==> src/rtl/core/rphl_pkg.sv <==
// ============================================================================
// rphl_pkg
// Shared types and constants for the resource pressure hysteresis level block.
// ============================================================================
package rphl_pkg;

  // Pressure level codes
  typedef enum logic [1:0] {
    LVL_NORMAL   = 2'd0,
    LVL_PRESSURE = 2'd1,
    LVL_CRITICAL = 2'd2
  } level_t;

  // Register indexes on the configuration port
  localparam int unsigned NUM_REGS = 6;
  localparam int unsigned IDX_W    = 3;
  localparam logic [IDX_W-1:0] REG_INT_CRIT = 3'd0;
  localparam logic [IDX_W-1:0] REG_INT_PRES = 3'd1;
  localparam logic [IDX_W-1:0] REG_EXT_CRIT = 3'd2;
  localparam logic [IDX_W-1:0] REG_EXT_PRES = 3'd3;
  localparam logic [IDX_W-1:0] REG_STO_CRIT = 3'd4;
  localparam logic [IDX_W-1:0] REG_STO_PRES = 3'd5;

  // Register reset values
  localparam logic [31:0] RST_INT_CRIT = 32'd8192;
  localparam logic [31:0] RST_INT_PRES = 32'd16384;
  localparam logic [31:0] RST_EXT_CRIT = 32'd262144;
  localparam logic [31:0] RST_EXT_PRES = 32'd524288;
  localparam logic [31:0] RST_STO_CRIT = 32'd262144;
  localparam logic [31:0] RST_STO_PRES = 32'd1048576;

  // Fixed clear thresholds (leave critical, leave pressure)
  localparam logic [31:0] INT_CRIT_EXIT = 32'(12 * 1024);
  localparam logic [31:0] INT_PRES_EXIT = 32'(20 * 1024);
  localparam logic [31:0] EXT_CRIT_EXIT = 32'(384 * 1024);
  localparam logic [31:0] EXT_PRES_EXIT = 32'(768 * 1024);
  localparam logic [31:0] STO_CRIT_EXIT = 32'(384 * 1024);
  localparam logic [31:0] STO_PRES_EXIT = 32'(1280 * 1024);

  // Threshold set handed from the register file to the datapath
  typedef struct packed {
    logic [31:0] int_crit;
    logic [31:0] int_pres;
    logic [31:0] ext_crit;
    logic [31:0] ext_pres;
    logic [31:0] sto_crit;
    logic [31:0] sto_pres;
  } thresh_t;

endpackage

==> src/rtl/core/rphl_cfg_regs.sv <==
// ============================================================================
// rphl_cfg_regs
// APB-style register file holding the six trigger thresholds.
// ============================================================================
module rphl_cfg_regs (
  input  logic              clk,
  input  logic              rst_n,
  input  logic              cfg_psel,
  input  logic              cfg_penable,
  input  logic              cfg_pwrite,
  input  logic [4:0]        cfg_paddr,
  input  logic [31:0]       cfg_pwdata,
  output logic [31:0]       cfg_prdata,
  output logic              cfg_pready,
  output rphl_pkg::thresh_t thr
);
  import rphl_pkg::*;

  thresh_t          thr_r;
  logic [IDX_W-1:0] idx;
  logic             wr_en;

  assign idx        = cfg_paddr[4:2];
  assign wr_en      = cfg_psel & cfg_penable & cfg_pwrite & cfg_pready;
  assign cfg_pready = 1'b1;
  assign thr        = thr_r;

  // Write the addressed register; drop writes beyond the list
  always_ff @(posedge clk) begin
    if (!rst_n) begin
      thr_r.int_crit <= RST_INT_CRIT;
      thr_r.int_pres <= RST_INT_PRES;
      thr_r.ext_crit <= RST_EXT_CRIT;
      thr_r.ext_pres <= RST_EXT_PRES;
      thr_r.sto_crit <= RST_STO_CRIT;
      thr_r.sto_pres <= RST_STO_PRES;
    end else if (wr_en) begin
      unique case (idx)
        REG_INT_CRIT: thr_r.int_crit <= cfg_pwdata;
        REG_INT_PRES: thr_r.int_pres <= cfg_pwdata;
        REG_EXT_CRIT: thr_r.ext_crit <= cfg_pwdata;
        REG_EXT_PRES: thr_r.ext_pres <= cfg_pwdata;
        REG_STO_CRIT: thr_r.sto_crit <= cfg_pwdata;
        REG_STO_PRES: thr_r.sto_pres <= cfg_pwdata;
        default: ;
      endcase
    end
  end

  // Return the addressed register on reads
  always_comb begin
    unique case (idx)
      REG_INT_CRIT: cfg_prdata = thr_r.int_crit;
      REG_INT_PRES: cfg_prdata = thr_r.int_pres;
      REG_EXT_CRIT: cfg_prdata = thr_r.ext_crit;
      REG_EXT_PRES: cfg_prdata = thr_r.ext_pres;
      REG_STO_CRIT: cfg_prdata = thr_r.sto_crit;
      REG_STO_PRES: cfg_prdata = thr_r.sto_pres;
      default:      cfg_prdata = '0;
    endcase
  end

endmodule

==> src/rtl/core/rphl_core.sv <==
// ============================================================================
// rphl_core
// Input register, level update with hysteresis and admission check, result
// register.
// ============================================================================
module rphl_core (
  input  logic              clk,
  input  logic              rst_n,
  input  rphl_pkg::thresh_t thr,
  input  logic              in_tvalid,
  output logic              in_tready,
  input  logic [191:0]      in_tdata,
  input  logic              in_tuser,
  output logic              out_tvalid,
  input  logic              out_tready,
  output logic [7:0]        out_tdata
);
  import rphl_pkg::*;

  // Input register
  logic         s1_valid_r;
  logic [191:0] s1_data_r;
  logic         s1_present_r;

  // Result register and level state
  logic         out_valid_r;
  level_t       out_level_r;
  logic         out_ok_r;
  logic         out_alloc_r;
  level_t       level_r;

  logic         out_load;
  logic         in_take;
  logic [31:0]  inf, exf, stf, inr, exr, str;
  logic         below_crit_exit, below_crit_reg, below_pres_exit, below_pres_reg;
  level_t       lvl_nxt;
  logic         alloc_nxt;

  assign out_load  = s1_valid_r & (~out_valid_r | out_tready);
  assign in_tready = ~s1_valid_r | out_load;
  assign in_take   = in_tvalid & in_tready;

  assign inf = s1_data_r[31:0];
  assign exf = s1_data_r[63:32];
  assign stf = s1_data_r[95:64];
  assign inr = s1_data_r[127:96];
  assign exr = s1_data_r[159:128];
  assign str = s1_data_r[191:160];

  // Compare readings against clear and trigger thresholds
  assign below_crit_exit = (inf < INT_CRIT_EXIT) | (exf < EXT_CRIT_EXIT) |
                           (stf < STO_CRIT_EXIT);
  assign below_crit_reg  = (inf < thr.int_crit) | (exf < thr.ext_crit) |
                           (stf < thr.sto_crit);
  assign below_pres_exit = (inf < INT_PRES_EXIT) | (exf < EXT_PRES_EXIT) |
                           (stf < STO_PRES_EXIT);
  assign below_pres_reg  = (inf < thr.int_pres) | (exf < thr.ext_pres) |
                           (stf < thr.sto_pres);

  // Pick the next level; missing storage forces critical
  always_comb begin
    if (!s1_present_r) begin
      lvl_nxt = LVL_CRITICAL;
    end else if (level_r == LVL_CRITICAL && below_crit_exit) begin
      lvl_nxt = LVL_CRITICAL;
    end else if (below_crit_reg) begin
      lvl_nxt = LVL_CRITICAL;
    end else if (level_r == LVL_PRESSURE && below_pres_exit) begin
      lvl_nxt = LVL_PRESSURE;
    end else if (below_pres_reg) begin
      lvl_nxt = LVL_PRESSURE;
    end else begin
      lvl_nxt = LVL_NORMAL;
    end
  end

  // Admit the request only if each remainder keeps its pressure margin
  function automatic logic keeps_margin(logic [31:0] avail, logic [31:0] want,
                                        logic [31:0] margin);
    logic [31:0] rem;
    rem = avail - want;
    return (want <= avail) && (rem >= margin);
  endfunction

  assign alloc_nxt = (lvl_nxt == LVL_NORMAL) & s1_present_r &
                     keeps_margin(inf, inr, thr.int_pres) &
                     keeps_margin(exf, exr, thr.ext_pres) &
                     keeps_margin(stf, str, thr.sto_pres);

  // Capture an accepted sample
  always_ff @(posedge clk) begin
    if (!rst_n) begin
      s1_valid_r <= 1'b0;
    end else if (in_tready) begin
      s1_valid_r <= in_tvalid;
    end
  end

  always_ff @(posedge clk) begin
    if (in_take) begin
      s1_data_r    <= in_tdata;
      s1_present_r <= in_tuser;
    end
  end

  // Advance the level state and load the result
  always_ff @(posedge clk) begin
    if (!rst_n) begin
      out_valid_r <= 1'b0;
      level_r     <= LVL_NORMAL;
    end else begin
      if (out_load) begin
        out_valid_r <= 1'b1;
        level_r     <= lvl_nxt;
      end else if (out_tready) begin
        out_valid_r <= 1'b0;
      end
    end
  end

  always_ff @(posedge clk) begin
    if (out_load) begin
      out_level_r <= lvl_nxt;
      out_ok_r    <= (lvl_nxt != LVL_CRITICAL);
      out_alloc_r <= alloc_nxt;
    end
  end

  assign out_tvalid = out_valid_r;
  assign out_tdata  = {4'b0000, out_alloc_r, out_ok_r, out_level_r};

  // Checks
  a_absent_crit: assert property (@(posedge clk) disable iff (!rst_n)
    out_load && !s1_present_r |=> out_level_r == LVL_CRITICAL)
    else $error("absent storage did not force critical");

  a_alloc_normal: assert property (@(posedge clk) disable iff (!rst_n)
    out_valid_r && out_alloc_r |-> out_level_r == LVL_NORMAL && out_ok_r)
    else $error("allocation granted outside normal level");

  a_state_tracks: assert property (@(posedge clk) disable iff (!rst_n)
    out_load |=> level_r == out_level_r)
    else $error("level state differs from delivered level");

  a_stall_only_full: assert property (@(posedge clk) disable iff (!rst_n)
    !in_tready |-> s1_valid_r && out_valid_r && !out_tready)
    else $error("input stalled with room in the pipeline");

endmodule

==> src/rtl/core/resource_pressure_hysteresis_level.sv <==
// ============================================================================
// resource_pressure_hysteresis_level
// Three-level resource pressure monitor with hysteresis and admission check.
// ============================================================================
// Each input transfer carries one sample of free internal, external and
// storage bytes, a storage-present flag and three requested byte counts. The
// block moves a pressure level (normal, pressure, critical) and returns one
// result transfer per sample: the new level, whether optional work may run,
// and whether the requested allocation is admitted: normal level, every margin kept.
// Each sample passes through two registers, the input register and then the
// result register. The block takes one sample per cycle unless the receiver
// stalls; the next level is computed combinationally from the level register.
// When the receiver stalls, the result register holds its transfer and the
// input register still takes one more sample; then in_tready drops until the
// result is taken.
// Thresholds are to be written over the APB-style port only while the block
// is idle; the block does not enforce this. Reset (rst_n low, synchronous)
// empties both registers, sets normal level, restores default thresholds.
// ============================================================================
module resource_pressure_hysteresis_level (
  input  logic         clk,
  input  logic         rst_n,
  input  logic         in_tvalid,
  output logic         in_tready,
  // internal_free[31:0], external_free[63:32], storage_free[95:64],
  // internal_request[127:96], external_request[159:128],
  // storage_request[191:160]
  input  logic [191:0] in_tdata,
  // storage_present[0]
  input  logic         in_tuser,
  output logic         out_tvalid,
  input  logic         out_tready,
  // level[1:0], optional_work_ok[2], allocation_ok[3], zero[7:4]
  output logic [7:0]   out_tdata,
  input  logic         cfg_psel,
  input  logic         cfg_penable,
  input  logic         cfg_pwrite,
  input  logic [4:0]   cfg_paddr,
  input  logic [31:0]  cfg_pwdata,
  output logic [31:0]  cfg_prdata,
  output logic         cfg_pready
);
  import rphl_pkg::*;

  thresh_t thr;

  rphl_cfg_regs u_cfg (
    .clk         (clk),
    .rst_n       (rst_n),
    .cfg_psel    (cfg_psel),
    .cfg_penable (cfg_penable),
    .cfg_pwrite  (cfg_pwrite),
    .cfg_paddr   (cfg_paddr),
    .cfg_pwdata  (cfg_pwdata),
    .cfg_prdata  (cfg_prdata),
    .cfg_pready  (cfg_pready),
    .thr         (thr)
  );

  rphl_core u_core (
    .clk        (clk),
    .rst_n      (rst_n),
    .thr        (thr),
    .in_tvalid  (in_tvalid),
    .in_tready  (in_tready),
    .in_tdata   (in_tdata),
    .in_tuser   (in_tuser),
    .out_tvalid (out_tvalid),
    .out_tready (out_tready),
    .out_tdata  (out_tdata)
  );

endmodule

==> config.mk <==
export PLATFORM = sky130hd
export DESIGN_NAME = resource_pressure_hysteresis_level
export DESIGN_NICKNAME = d
export VERILOG_FILES = /design/src/rtl/core/rphl_pkg.sv /design/src/rtl/core/rphl_cfg_regs.sv /design/src/rtl/core/rphl_core.sv /design/src/rtl/core/resource_pressure_hysteresis_level.sv
export SDC_FILE = /design/constraint.sdc
export NUM_CORES = 1
export LEC_CHECK = 0
export BUFFER_PORTS_ARGS = -buffer_cell sky130_fd_sc_hd__buf_2
export CAP_MARGIN = 10
export CELL_PAD_IN_SITES_DETAIL_PLACEMENT = 0
export CELL_PAD_IN_SITES_GLOBAL_PLACEMENT = 2
export CORE_AREA = 10 10 271 273
export CTS_CLUSTER_DIAMETER = 200
export DETAILED_ROUTE_END_ITERATION = 8
export DIE_AREA = 0 0 281 283
export GPL_ROUTABILITY_DRIVEN = 0
export GPL_TIMING_DRIVEN = 0
export PLACE_DENSITY = 0.89
export SLEW_MARGIN = 20
export SYNTH_ARGS = -nofsm -noshare
export SYNTH_HDL_FRONTEND = slang
export SYNTH_SLANG_ARGS = --single-unit
export TNS_END_PERCENT = 30
==> constraint.sdc <==
create_clock -name clk -period 8.3 [get_ports clk]
set_input_delay 0.83 -clock clk [delete_from_list [all_inputs] [get_ports clk]]
set_output_delay 0.83 -clock clk [all_outputs]
set_load 0.05 [all_outputs]
# == Yosys cells after proc, flatten, opt, wreduce, memory -nomap -nowiden ==
# Index checks and enable logic that the tools add are counted.
# classes
add_sub_neg,3
magnitude_cmp,18
eq_ne,8
n_mux,8
bitwise,20
n_reduce_logical,14
# op_table
op,n
32-bit < comparator,6
32-bit one-hot mux with 6 select lines,1
32-bit greater-or-equal comparator,3
32-bit less-or-equal comparator,3
32-bit subtractor,3
"32-bit by 19-bit < comparator with 1-bit output, second input constant",2
"32-bit by 14-bit < comparator with 1-bit output, second input constant",1
"32-bit by 15-bit < comparator with 1-bit output, second input constant",1
"32-bit by 20-bit < comparator with 1-bit output, second input constant",1
"32-bit by 21-bit < comparator with 1-bit output, second input constant",1
2-bit AND reduction,6
1-bit OR,10
1-bit bitwise AND,8
2-bit two-way mux,4
"3-bit by 2-bit == test with 1-bit output, second input constant",2
"3-bit == test, second input constant",2
1-bit logical AND,5
"3-bit by 1-bit == test with 1-bit output, second input constant",1
3-bit zero test,1
1-bit two-way mux,3
"2-bit by 1-bit == test with 1-bit output, second input constant",1
"2-bit == test, second input constant",1
2-bit zero test,1
"2-bit != test, second input constant",1
other kinds (2),3
# word_totals
regBits,393
inputBits,237
out_inout_bits,43
wordCells,85

# == Depth between registers and ports, before layout ==
# Gate-level depths: netlist of run 1.
# depth
word_depth,13
ltp_mapped,22
ltp_nobuf,22

# == Hierarchy ==
# Synthesis of run 1 repeated with hierarchy kept, for this count alone.
# unflattened
cells_unflattened,2732
hier_area_um2,26519.2
# modules_own_cells
module,n_inst,cells_per_inst,area_per_inst_um2,seq_area_each_um2
rphl_core,1,1868,18003.5,5995.8
rphl_cfg_regs,1,864,8515.7,3843.7

# == Worst setup path after synthesis of run 1 ==
# No wires, ideal clock.
# synth_path
path_type,input-to-reg
start,input port out_tready
end,"register u_core.s1_data_r[0], enable pin"
setup_ps,576
arrival_ps,5733
required_time_ps,7724
setup_slack_ps,1991
stages,3
path_cell_list,nor2b_1 > nand2_1 > and2_1
# synth_via
elab_chain_cells,4
# synth_rtl
item,line_no,source
start: declaration,resource_pressure_hysteresis_level.sv:32,"input logic out_tready,"
1-bit OR,rphl_core.sv:39,assign out_load = s1_valid_r & (~out_valid_r | out_tready);
1-bit bitwise AND,rphl_core.sv:39,
1-bit OR,rphl_core.sv:40,assign in_tready = ~s1_valid_r | out_load;
net in_tready,resource_pressure_hysteresis_level.sv:24,"output logic in_tready,"
1-bit bitwise AND,rphl_core.sv:41,assign in_take = in_tvalid & in_tready;
net u_core.in_take,rphl_core.sv:33,logic in_take;
end signal: assignment,rphl_core.sv:101,s1_data_r <= in_tdata;
end: declaration,rphl_core.sv:22,logic [191:0] s1_data_r;
# The timed path passes the listed nets, and every way through them passes these cells.
# A chain may end at the register's enable or synchronous reset.

# == Final worst setup path of run 1 ==
# layout_path
start,register u_core.s1_data_r[65]
end,"register u_core.out_alloc_r, data pin"
# layout_via
elab_chain_cells,12
word_cells_on_any_way,24
# layout_rtl
item,line_no,source
32-bit < comparator / 32-bit by 21-bit < comparator with 1-bit output (equally long branches),"rphl_core.sv:58, rphl_core.sv:56",
"1-bit OR, on equally long branches","rphl_core.sv:57, rphl_core.sv:55",
1-bit two-way mux / 1-bit logical AND (equally long branches),"rphl_core.sv:70, rphl_core.sv:68",
2-bit two-way mux,rphl_core.sv:68,end else if (level_r == LVL_PRESSURE && below_pres_exit) begin
2-bit two-way mux,rphl_core.sv:66,end else if (below_crit_reg) begin
2-bit two-way mux,rphl_core.sv:64,end else if (level_r == LVL_CRITICAL && below_crit_exit) begin
2-bit two-way mux,rphl_core.sv:62,if (!s1_present_r) begin
2-bit zero test,rphl_core.sv:85,assign alloc_nxt = (lvl_nxt == LVL_NORMAL) & s1_present_r &
1-bit bitwise AND (2 in series),rphl_core.sv:85,
1-bit bitwise AND,rphl_core.sv:86,"keeps_margin(inf, inr, thr.int_pres) &"
1-bit bitwise AND (*),rphl_core.sv:87,"keeps_margin(exf, exr, thr.ext_pres) &"
net u_core.alloc_nxt,rphl_core.sv:37,logic alloc_nxt;
end signal: assignment,rphl_core.sv:125,out_alloc_r <= alloc_nxt;
end: declaration,rphl_core.sv:29,logic out_alloc_r;
# Mark *: on every way through the listed nets, which the timed path passes. The rest lies on a longest branch.

==> impl_metrics.json, run 1 <==
{
  "outcome": "completed",
  "top_usage_layer": "met2",
  "synth-seq-area-share_pct": 37.5,
  "synth_flop_cell": "edfxtp_1",
  "yosys_warnings": 0,
  "r2r_setup_slack_ns": 2.21,
  "fin_util_pct": 44.7,
  "cts_hold_buf": 0,
  "drt-total-wl_um": 91000,
  "r2r-end": "u_core.out_alloc_r",
  "yosysTopAreaCell": "edfxtp_1",
  "reg2reg_depth": 18,
  "wl_per_cell_um": 22.0,
  "drive_above_1_share_pct": 12.3,
  "slowest_stage": "nor3_1",
  "register_area_um2": 9840,
  "die_area_um2": 79500,
  "finalMaxSlewViolations": 0,
  "cts_tree": "yes",
  "clock_sinks": 393,
  "std_cell_rows": 96,
  "holdCritPathClass": "input port to flop",
  "die_x_um": 281,
  "critPathLaunchType": "flop",
  "switching_share_pct": 28.1,
  "ant_nets": 0,
  "grt.total_usage_pct": 22.2,
  "worst_hold_slack_ns": 0.417,
  "holdPathStages": 1,
  "syn_avg_cell_area_um2": 9.10,
  "clk_transition_reported_paths_ns": 0.06,
  "finalCritPeriodShare_pct": 73.4,
  "vdd_drop_max_mv": 0.162,
  "multi_input_area_um2": 14800,
  "clkLatencyLatePin_ns": 0.59,
  "grt_pass1_wl_um": 136000,
  "critPathRequiredTime_ns": 8.70,
  "fillers": 6623,
  "vias": 22600,
  "final.setup_skew_ns": 0.0168,
  "start_util_pct": 38.5,
  "synth_top_cell_area_share_pct": 22.6,
  "final.setup.tns_ns": 0,
  "drtIter0Drc": 1783,
  "critPathCaptureType": "flop",
  "startpoint": "u_core.s1_data_r[65]",
  "crit_path_end": "u_core.out_alloc_r",
  "synth_cell_types": 80,
  "layout.nets": 3826,
  "hold_viol": 0,
  "syn_inst": 2882,
  "rsz0062_at_grt": "false",
  "synth_edf_count": 197,
  "power.switching_mw": 1.52,
  "cts_made_buffers": 47,
  "tightest_slew_ns": 1.13,
  "cts_root_buf": "clkbuf_16",
  "max_stage_delay_ns": 0.86,
  "cts_setup_buffers": 0,
  "netlist_area_um2": 26200,
  "grtUsageMet3_pct": 4.23,
  "combPwrFrac_pct": 19.6,
  "synthTopCellsByArea": "edfxtp_1 23%, ha_1 18%, dfxtp_1 15%",
  "drv_cap": 0,
  "finalSetupViolations": 0,
  "ys_ff_latch": 393,
  "drt-pass1-iter-count": 6,
  "area_growth_pct": 16.0,
  "met1_usage_pct": 28.0,
  "seq_power_share_pct": 40.2,
  "crit_fanout": 8,
  "drc_errors": 0,
  "viasPerCell": 5.46,
  "grt_max_degree": 61,
  "place_hpwl_um": 75100,
  "max_clock_freq_mhz": 164,
  "slew-limit-headroom_pct": 24.0,
  "async_reset_ff_share_pct": 0,
  "cts_max_level": 2,
  "worstPathArrival_ns": 6.50,
  "cts-resized-gates": 0,
  "core-area_um2": 68100,
  "grt_util_met2_pct": 36.2,
  "fp.dieH_um": 283,
  "path_class": "flop to flop",
  "p_int_mw": 3.89,
  "grt_pass1_vias": 22800,
  "grt_antenna_before_repair": 15,
  "cp_cell_sequence": "ha_1 > a21o_1 > a21o_1 > a21oi_1 > o221ai_2 > a221o_2 > o21a_1 > a21oi_1 > xnor2_1 > ha_1 > nand4_1 > nor2_1 > nand3_1 > nor3_1 > a21o_1 > a21oi_1 > or4_1 > nor4b_2",
  "power.total_mw": 5.40,
  "min_period_ns": 6.09,
  "power.density_nw_per_um2": 178,
  "pwr-share-clk_pct": 40.1,
  "clockBufferDepth": 3,
  "grt.overflow.total": 0,
  "p_leak_nw": 12.3,
  "boundaryPins": 280,
  "portBuffers": 271,
  "reg2reg_from": "u_core.s1_data_r[65]"
}
[Yosys cell counts, types with 6 or more instances]
cell type	number
nand2_1	449
ha_1	378
inv_1	320
edfxtp_1	197
dfxtp_1	196
a21boi_0	191
a21oi_1	134
a21o_1	133
a22oi_1	96
nor2_1	93
clkbuf_1	87
o21ai_0	80
nand3_1	64
nand4_1	64
xnor2_1	54
o21a_1	28
xor2_1	26
a211oi_1	25
nor3_1	22
o211ai_1	19
nor2b_1	18
nand2b_1	16
o21bai_1	12
a31oi_1	11
and3_1	11
nor4_1	11
and2_1	10
o2111ai_1	9
buf_4	7
or2_2	7
a2111oi_0	6
o31ai_1	6
or3_1	6
[power groups by stage]
stage	registers, mW	clock network, mW	logic, mW
floorplan	2.19	0	0.731
global placement	2.23	0	1.01
detailed placement	2.22	0	1.05
CTS	2.18	2.22	1.06
global route	2.18	2.29	1.20
finish	2.18	2.17	1.06
[final cells by class]
cell class	instances	share of cell area, %
Multi-Input combinational cell	2073	48.6
Sequential cell	393	32.3
Clock buffer	69	4.72
Timing Repair Buffer	274	4.70
Inverter	320	3.95
Tap cell	882	3.63
Buffer	99	1.35
Clock inverter	18	0.654
Antenna cell	7	0.0576
[state kept, by name, indices dropped and copies added, names as in the netlist]
name	flops
u_cfg.thr	192
u_core.s1_data_r	192
u_core.level_r	2
u_core.out_level_r	2
u_core.out_alloc_r	1
u_core.out_ok_r	1
u_core.out_tvalid	1
u_core.s1_present_r	1
u_core.s1_valid_r	1
[layer usage]
layer,up-vias,share of wire [%],wire (µm)
li1,11000,-,-
met1,10700,43,38900
met2,741,45,41400
met3,183,7.1,6460
met4,10,4.6,4180
met5,-,0.066,60
[cells by family (layout without fill, tap and decap cells)]
group | count (synthesis) | after routing | synth area share, %
simple gates | 790 | 790 | 13.4
flops | 393 | 393 | 37.5
fa+ha+maj | 381 | 381 | 18.3
compound gates | 817 | 817 | 21.9
other cells | 2 | 12 | 0.0286
xor+xnor | 80 | 80 | 2.67
buf+inv | 419 | 780 | 6.15
[placed cells by master, fill, tap and decap left out, types with 12 or more instances in the layout]
master     netlist  layout
a211oi_1        25      25
a21boi_0       191     191
a21o_1         133     133
a21oi_1        134     134
a22oi_1         96      96
buf_2            3     274
clkbuf_1        87      94
clkbuf_16        0      51
dfxtp_1        196     196
edfxtp_1       197     197
ha_1           378     378
inv_1          320     320
nand2_1        449     449
nand2b_1        16      16
nand3_1         64      64
nand4_1         64      64
nor2_1          93      93
nor2b_1         18      18
nor3_1          22      22
o211ai_1        19      19
o21a_1          28      28
o21ai_0         80      80
o21bai_1        12      12
xnor2_1         54      54
xor2_1          26      26
[per-stage QoR]
step,std cells,setup slack [ns],cell area (µm²)
finish,4135,2.21,30400
global route,4134,2.10,30400
CTS,4128,2.34,30400
floorplan,2885,1.99,26200
detailed placement,4041,2.38,28800
global placement,4038,0.662,28700
[worst max-delay path, delay by kind of cell, from the launching register on]
| family | cells | cell delay [ns] |
|---|---|---|
| AOI/OAI and AO/OA | 9 | 2.38 |
| adders and majority gates | 2 | 0.66 |
| DFF | 1 | 0.48 |
| xor gates and xnor gates | 1 | 0.11 |
| and+or+nand+nor | 6 | 2.29 |
[worst min path at each step]
stage | startpoint | end
CTS | in_tdata[64] | u_core.s1_data_r[64]
global route | in_tdata[64] | u_core.s1_data_r[64]
global placement | u_cfg.thr[40] | u_cfg.thr[40]
floorplan | u_cfg.thr[10] | u_cfg.thr[10]
finish | in_tdata[68] | u_core.s1_data_r[68]
detailed placement | u_cfg.thr[14] | u_cfg.thr[14]
Power figures use the tool's default switching activity.
==> run 2: changes to the inputs <==
--- a/config.mk
+++ b/config.mk
@@ -9,13 +9,13 @@
 export CAP_MARGIN = 10
 export CELL_PAD_IN_SITES_DETAIL_PLACEMENT = 0
 export CELL_PAD_IN_SITES_GLOBAL_PLACEMENT = 2
-export CORE_AREA = 10 10 271 273
+export CORE_AREA = 10 10 278 280
 export CTS_CLUSTER_DIAMETER = 200
 export DETAILED_ROUTE_END_ITERATION = 8
-export DIE_AREA = 0 0 281 283
+export DIE_AREA = 0 0 288 290
 export GPL_ROUTABILITY_DRIVEN = 0
 export GPL_TIMING_DRIVEN = 0
-export PLACE_DENSITY = 0.89
+export PLACE_DENSITY = 0.86
 export SLEW_MARGIN = 20
 export SYNTH_ARGS = -nofsm -noshare
 export SYNTH_HDL_FRONTEND = slang
==> constraint.sdc (replaced) <==
create_clock -name clk -period 6.3 [get_ports clk]
set_input_delay 0.63 -clock clk [delete_from_list [all_inputs] [get_ports clk]]
set_output_delay 0.63 -clock clk [all_outputs]
set_load 0.05 [all_outputs]
==> impl_metrics.json, run 2 (same netlist as run 1, synthesis figures left out) <==
{
  "layout.nets": 3828,
  "register_area_um2": 9840,
  "cts_made_buffers": 49,
  "holdCritPathClass": "input port to flop",
  "critPathLaunchType": "flop",
  "clock_sinks": 393,
  "fin_util_pct": 42.9,
  "max_clock_freq_mhz": 166,
  "grt_antenna_before_repair": 13,
  "hold_viol": 0,
  "slew-limit-headroom_pct": 19.3,
  "drv_cap": 0,
  "cp_cell_sequence": "ha_1 > a21o_1 > a21o_1 > a21oi_1 > o221ai_2 > a221o_2 > o21a_1 > a21oi_1 > xnor2_1 > ha_1 > nand4_1 > nor2_1 > nand3_1 > nor3_1 > a21o_1 > a21oi_1 > or4_1 > nor4b_2",
  "cts-resized-gates": 0,
  "power.density_nw_per_um2": 238,
  "viasPerCell": 5.36,
  "critPathRequiredTime_ns": 6.72,
  "grt.overflow.total": 0,
  "fin_ws_ns": 0.266,
  "crit_buf_inv": 0,
  "ant_nets": 0,
  "p_leak_nw": 12.3,
  "grt_pass1_wl_um": 136000,
  "fillers": 6994,
  "final_common_cell": "nand2_1",
  "final.setup_skew_ns": 0.0185,
  "clk_transition_reported_paths_ns": 0.06,
  "cts_hold_buf": 0,
  "whs_endpoint": "u_core.s1_data_r[69]",
  "vdd_drop_max_mv": 0.181,
  "critPathCaptureType": "flop",
  "min_period_ns": 6.03,
  "cts_max_level": 2,
  "place_hpwl_um": 76500,
  "holdPathStages": 1,
  "drt-pass1-iter-count": 5,
  "multi_input_area_um2": 14800,
  "path_class": "flop to flop",
  "max_stage_delay_ns": 0.80,
  "outcome": "completed",
  "wl_per_cell_um": 22.0,
  "grt_pass1_vias": 22500,
  "cts_root_buf": "clkbuf_16",
  "portBuffers": 271,
  "hp-start": "in_tdata[69]",
  "finalSetupViolations": 0,
  "finalCritPeriodShare_pct": 95.8,
  "worstPathArrival_ns": 6.46,
  "layout_common_cells": "449 x nand2_1, 378 x ha_1, 320 x inv_1, 274 x buf_2, 197 x edfxtp_1",
  "rsz0062_at_grt": "false",
  "area_growth_pct": 16.8,
  "grt_max_degree": 59,
  "drt-total-wl_um": 92600,
  "grt.total_usage_pct": 21.3,
  "std_cell_rows": 98,
  "die_area_um2": 83500,
  "drive_above_1_share_pct": 12.5,
  "slowest_stage": "nor3_1",
  "tightest_slew_ns": 1.21,
  "clkLatencyLatePin_ns": 0.59,
  "cts_tree": "yes",
  "fp.dieH_um": 290,
  "finalMaxSlewViolations": 0,
  "r2r_setup_slack_ns": 0.27,
  "cts_setup_buffers": 0,
  "r2r-end": "u_core.out_alloc_r",
  "reg2reg_from": "u_core.s1_data_r[65]",
  "start_util_pct": 36.7,
  "cp_top_family": "compound AO/OA/AOI/OAI gates",
  "boundaryPins": 280,
  "crit_fanout": 8,
  "dp_slack_ns": 0.307,
  "die_x_um": 288,
  "reg2reg_depth": 18,
  "drc_errors": 0,
  "drtIter0Drc": 2000,
  "clockBufferDepth": 3,
  "vias": 22600,
  "power.total_mw": 7.30,
  "worst_hold_slack_ns": 0.202,
  "core-area_um2": 71400
}
run 2: changes by cell type in the layout (fill, tap and decap cells not counted), moves of 2 or more:
cell       before  now
bufinv_16       4    7
clkbuf_1       94   90
clkbuf_8        9    3
clkinv_1        2    5
clkinv_2        6    4
clkinv_4        1    3
diode_2         7    5
inv_4           4    2
inv_6           0    6
nor3_1         22   20
nor3_2          0    2
run 2: per-layer routing:
metal | global-route usage, % | vias to the layer above | part of all wire [%]
met1 | 26.8 | 10600 | 42
met3 | 4.43 | 147 | 7.3
met2 | 35.2 | 764 | 47
met5 | 0 | - | 0.075
met4 | 8.02 | 12 | 3.6
li1 | - | 11000 | -
run 2: worst max-delay path by stage:
stage                         startpoint                   end  slack [ns]  cells past startpoint
finish              u_core.s1_data_r[65]    u_core.out_alloc_r        0.27                     18
global route        u_core.s1_data_r[65]    u_core.out_alloc_r        0.16                     18
CTS                 u_core.s1_data_r[65]    u_core.out_alloc_r        0.29                     18
detailed placement  u_core.s1_data_r[65]    u_core.out_alloc_r        0.31                     18
global placement              out_tready  u_core.s1_data_r[75]       -1.26                      4
floorplan              u_core.out_tvalid   u_core.s1_data_r[0]        0.18                      3
run 2: worst reg2reg max path: stages (launching register included):
cell	delay (ns)
edfxtp_1	0.48
ha_1	0.36
a21o_1	0.19
a21o_1	0.22
a21oi_1	0.38
o221ai_2	0.33
a221o_2	0.51
o21a_1	0.22
a21oi_1	0.20
xnor2_1	0.11
ha_1	0.31
nand4_1	0.09
nor2_1	0.15
nand3_1	0.30
nor3_1	0.80
a21o_1	0.27
a21oi_1	0.08
or4_1	0.60
nor4b_2	0.27
run 2: stage by stage:
step	cell area (µm²)	instances	TNS [ns]
5_1_grt	30600	4204	0
3_3_place_gp	28800	4106	-235.92
6_report	30600	4205	0
3_5_place_dp	28900	4109	0
2_1_floorplan	26200	2885	0
4_1_cts	30600	4200	0
run 2: area by class of cell:
cell class / instances / area share [%]
antenna: 5 / 0.0409
buffer: 99 / 1.34
clock buffer: 61 / 4.47
clock inverter: 30 / 1.19
inverter: 320 / 3.92
multi-input combinational: 2073 / 48.3
sequential: 393 / 32.1
tap: 950 / 3.88
timing repair buffer: 274 / 4.70
run 2: power breakdown:
group / switching [mW] / internal, mW / total (mW)
Combinational: 0.804 / 0.596 / 1.40
Sequential: 0.0833 / 2.78 / 2.87
Clock: 1.19 / 1.84 / 3.03
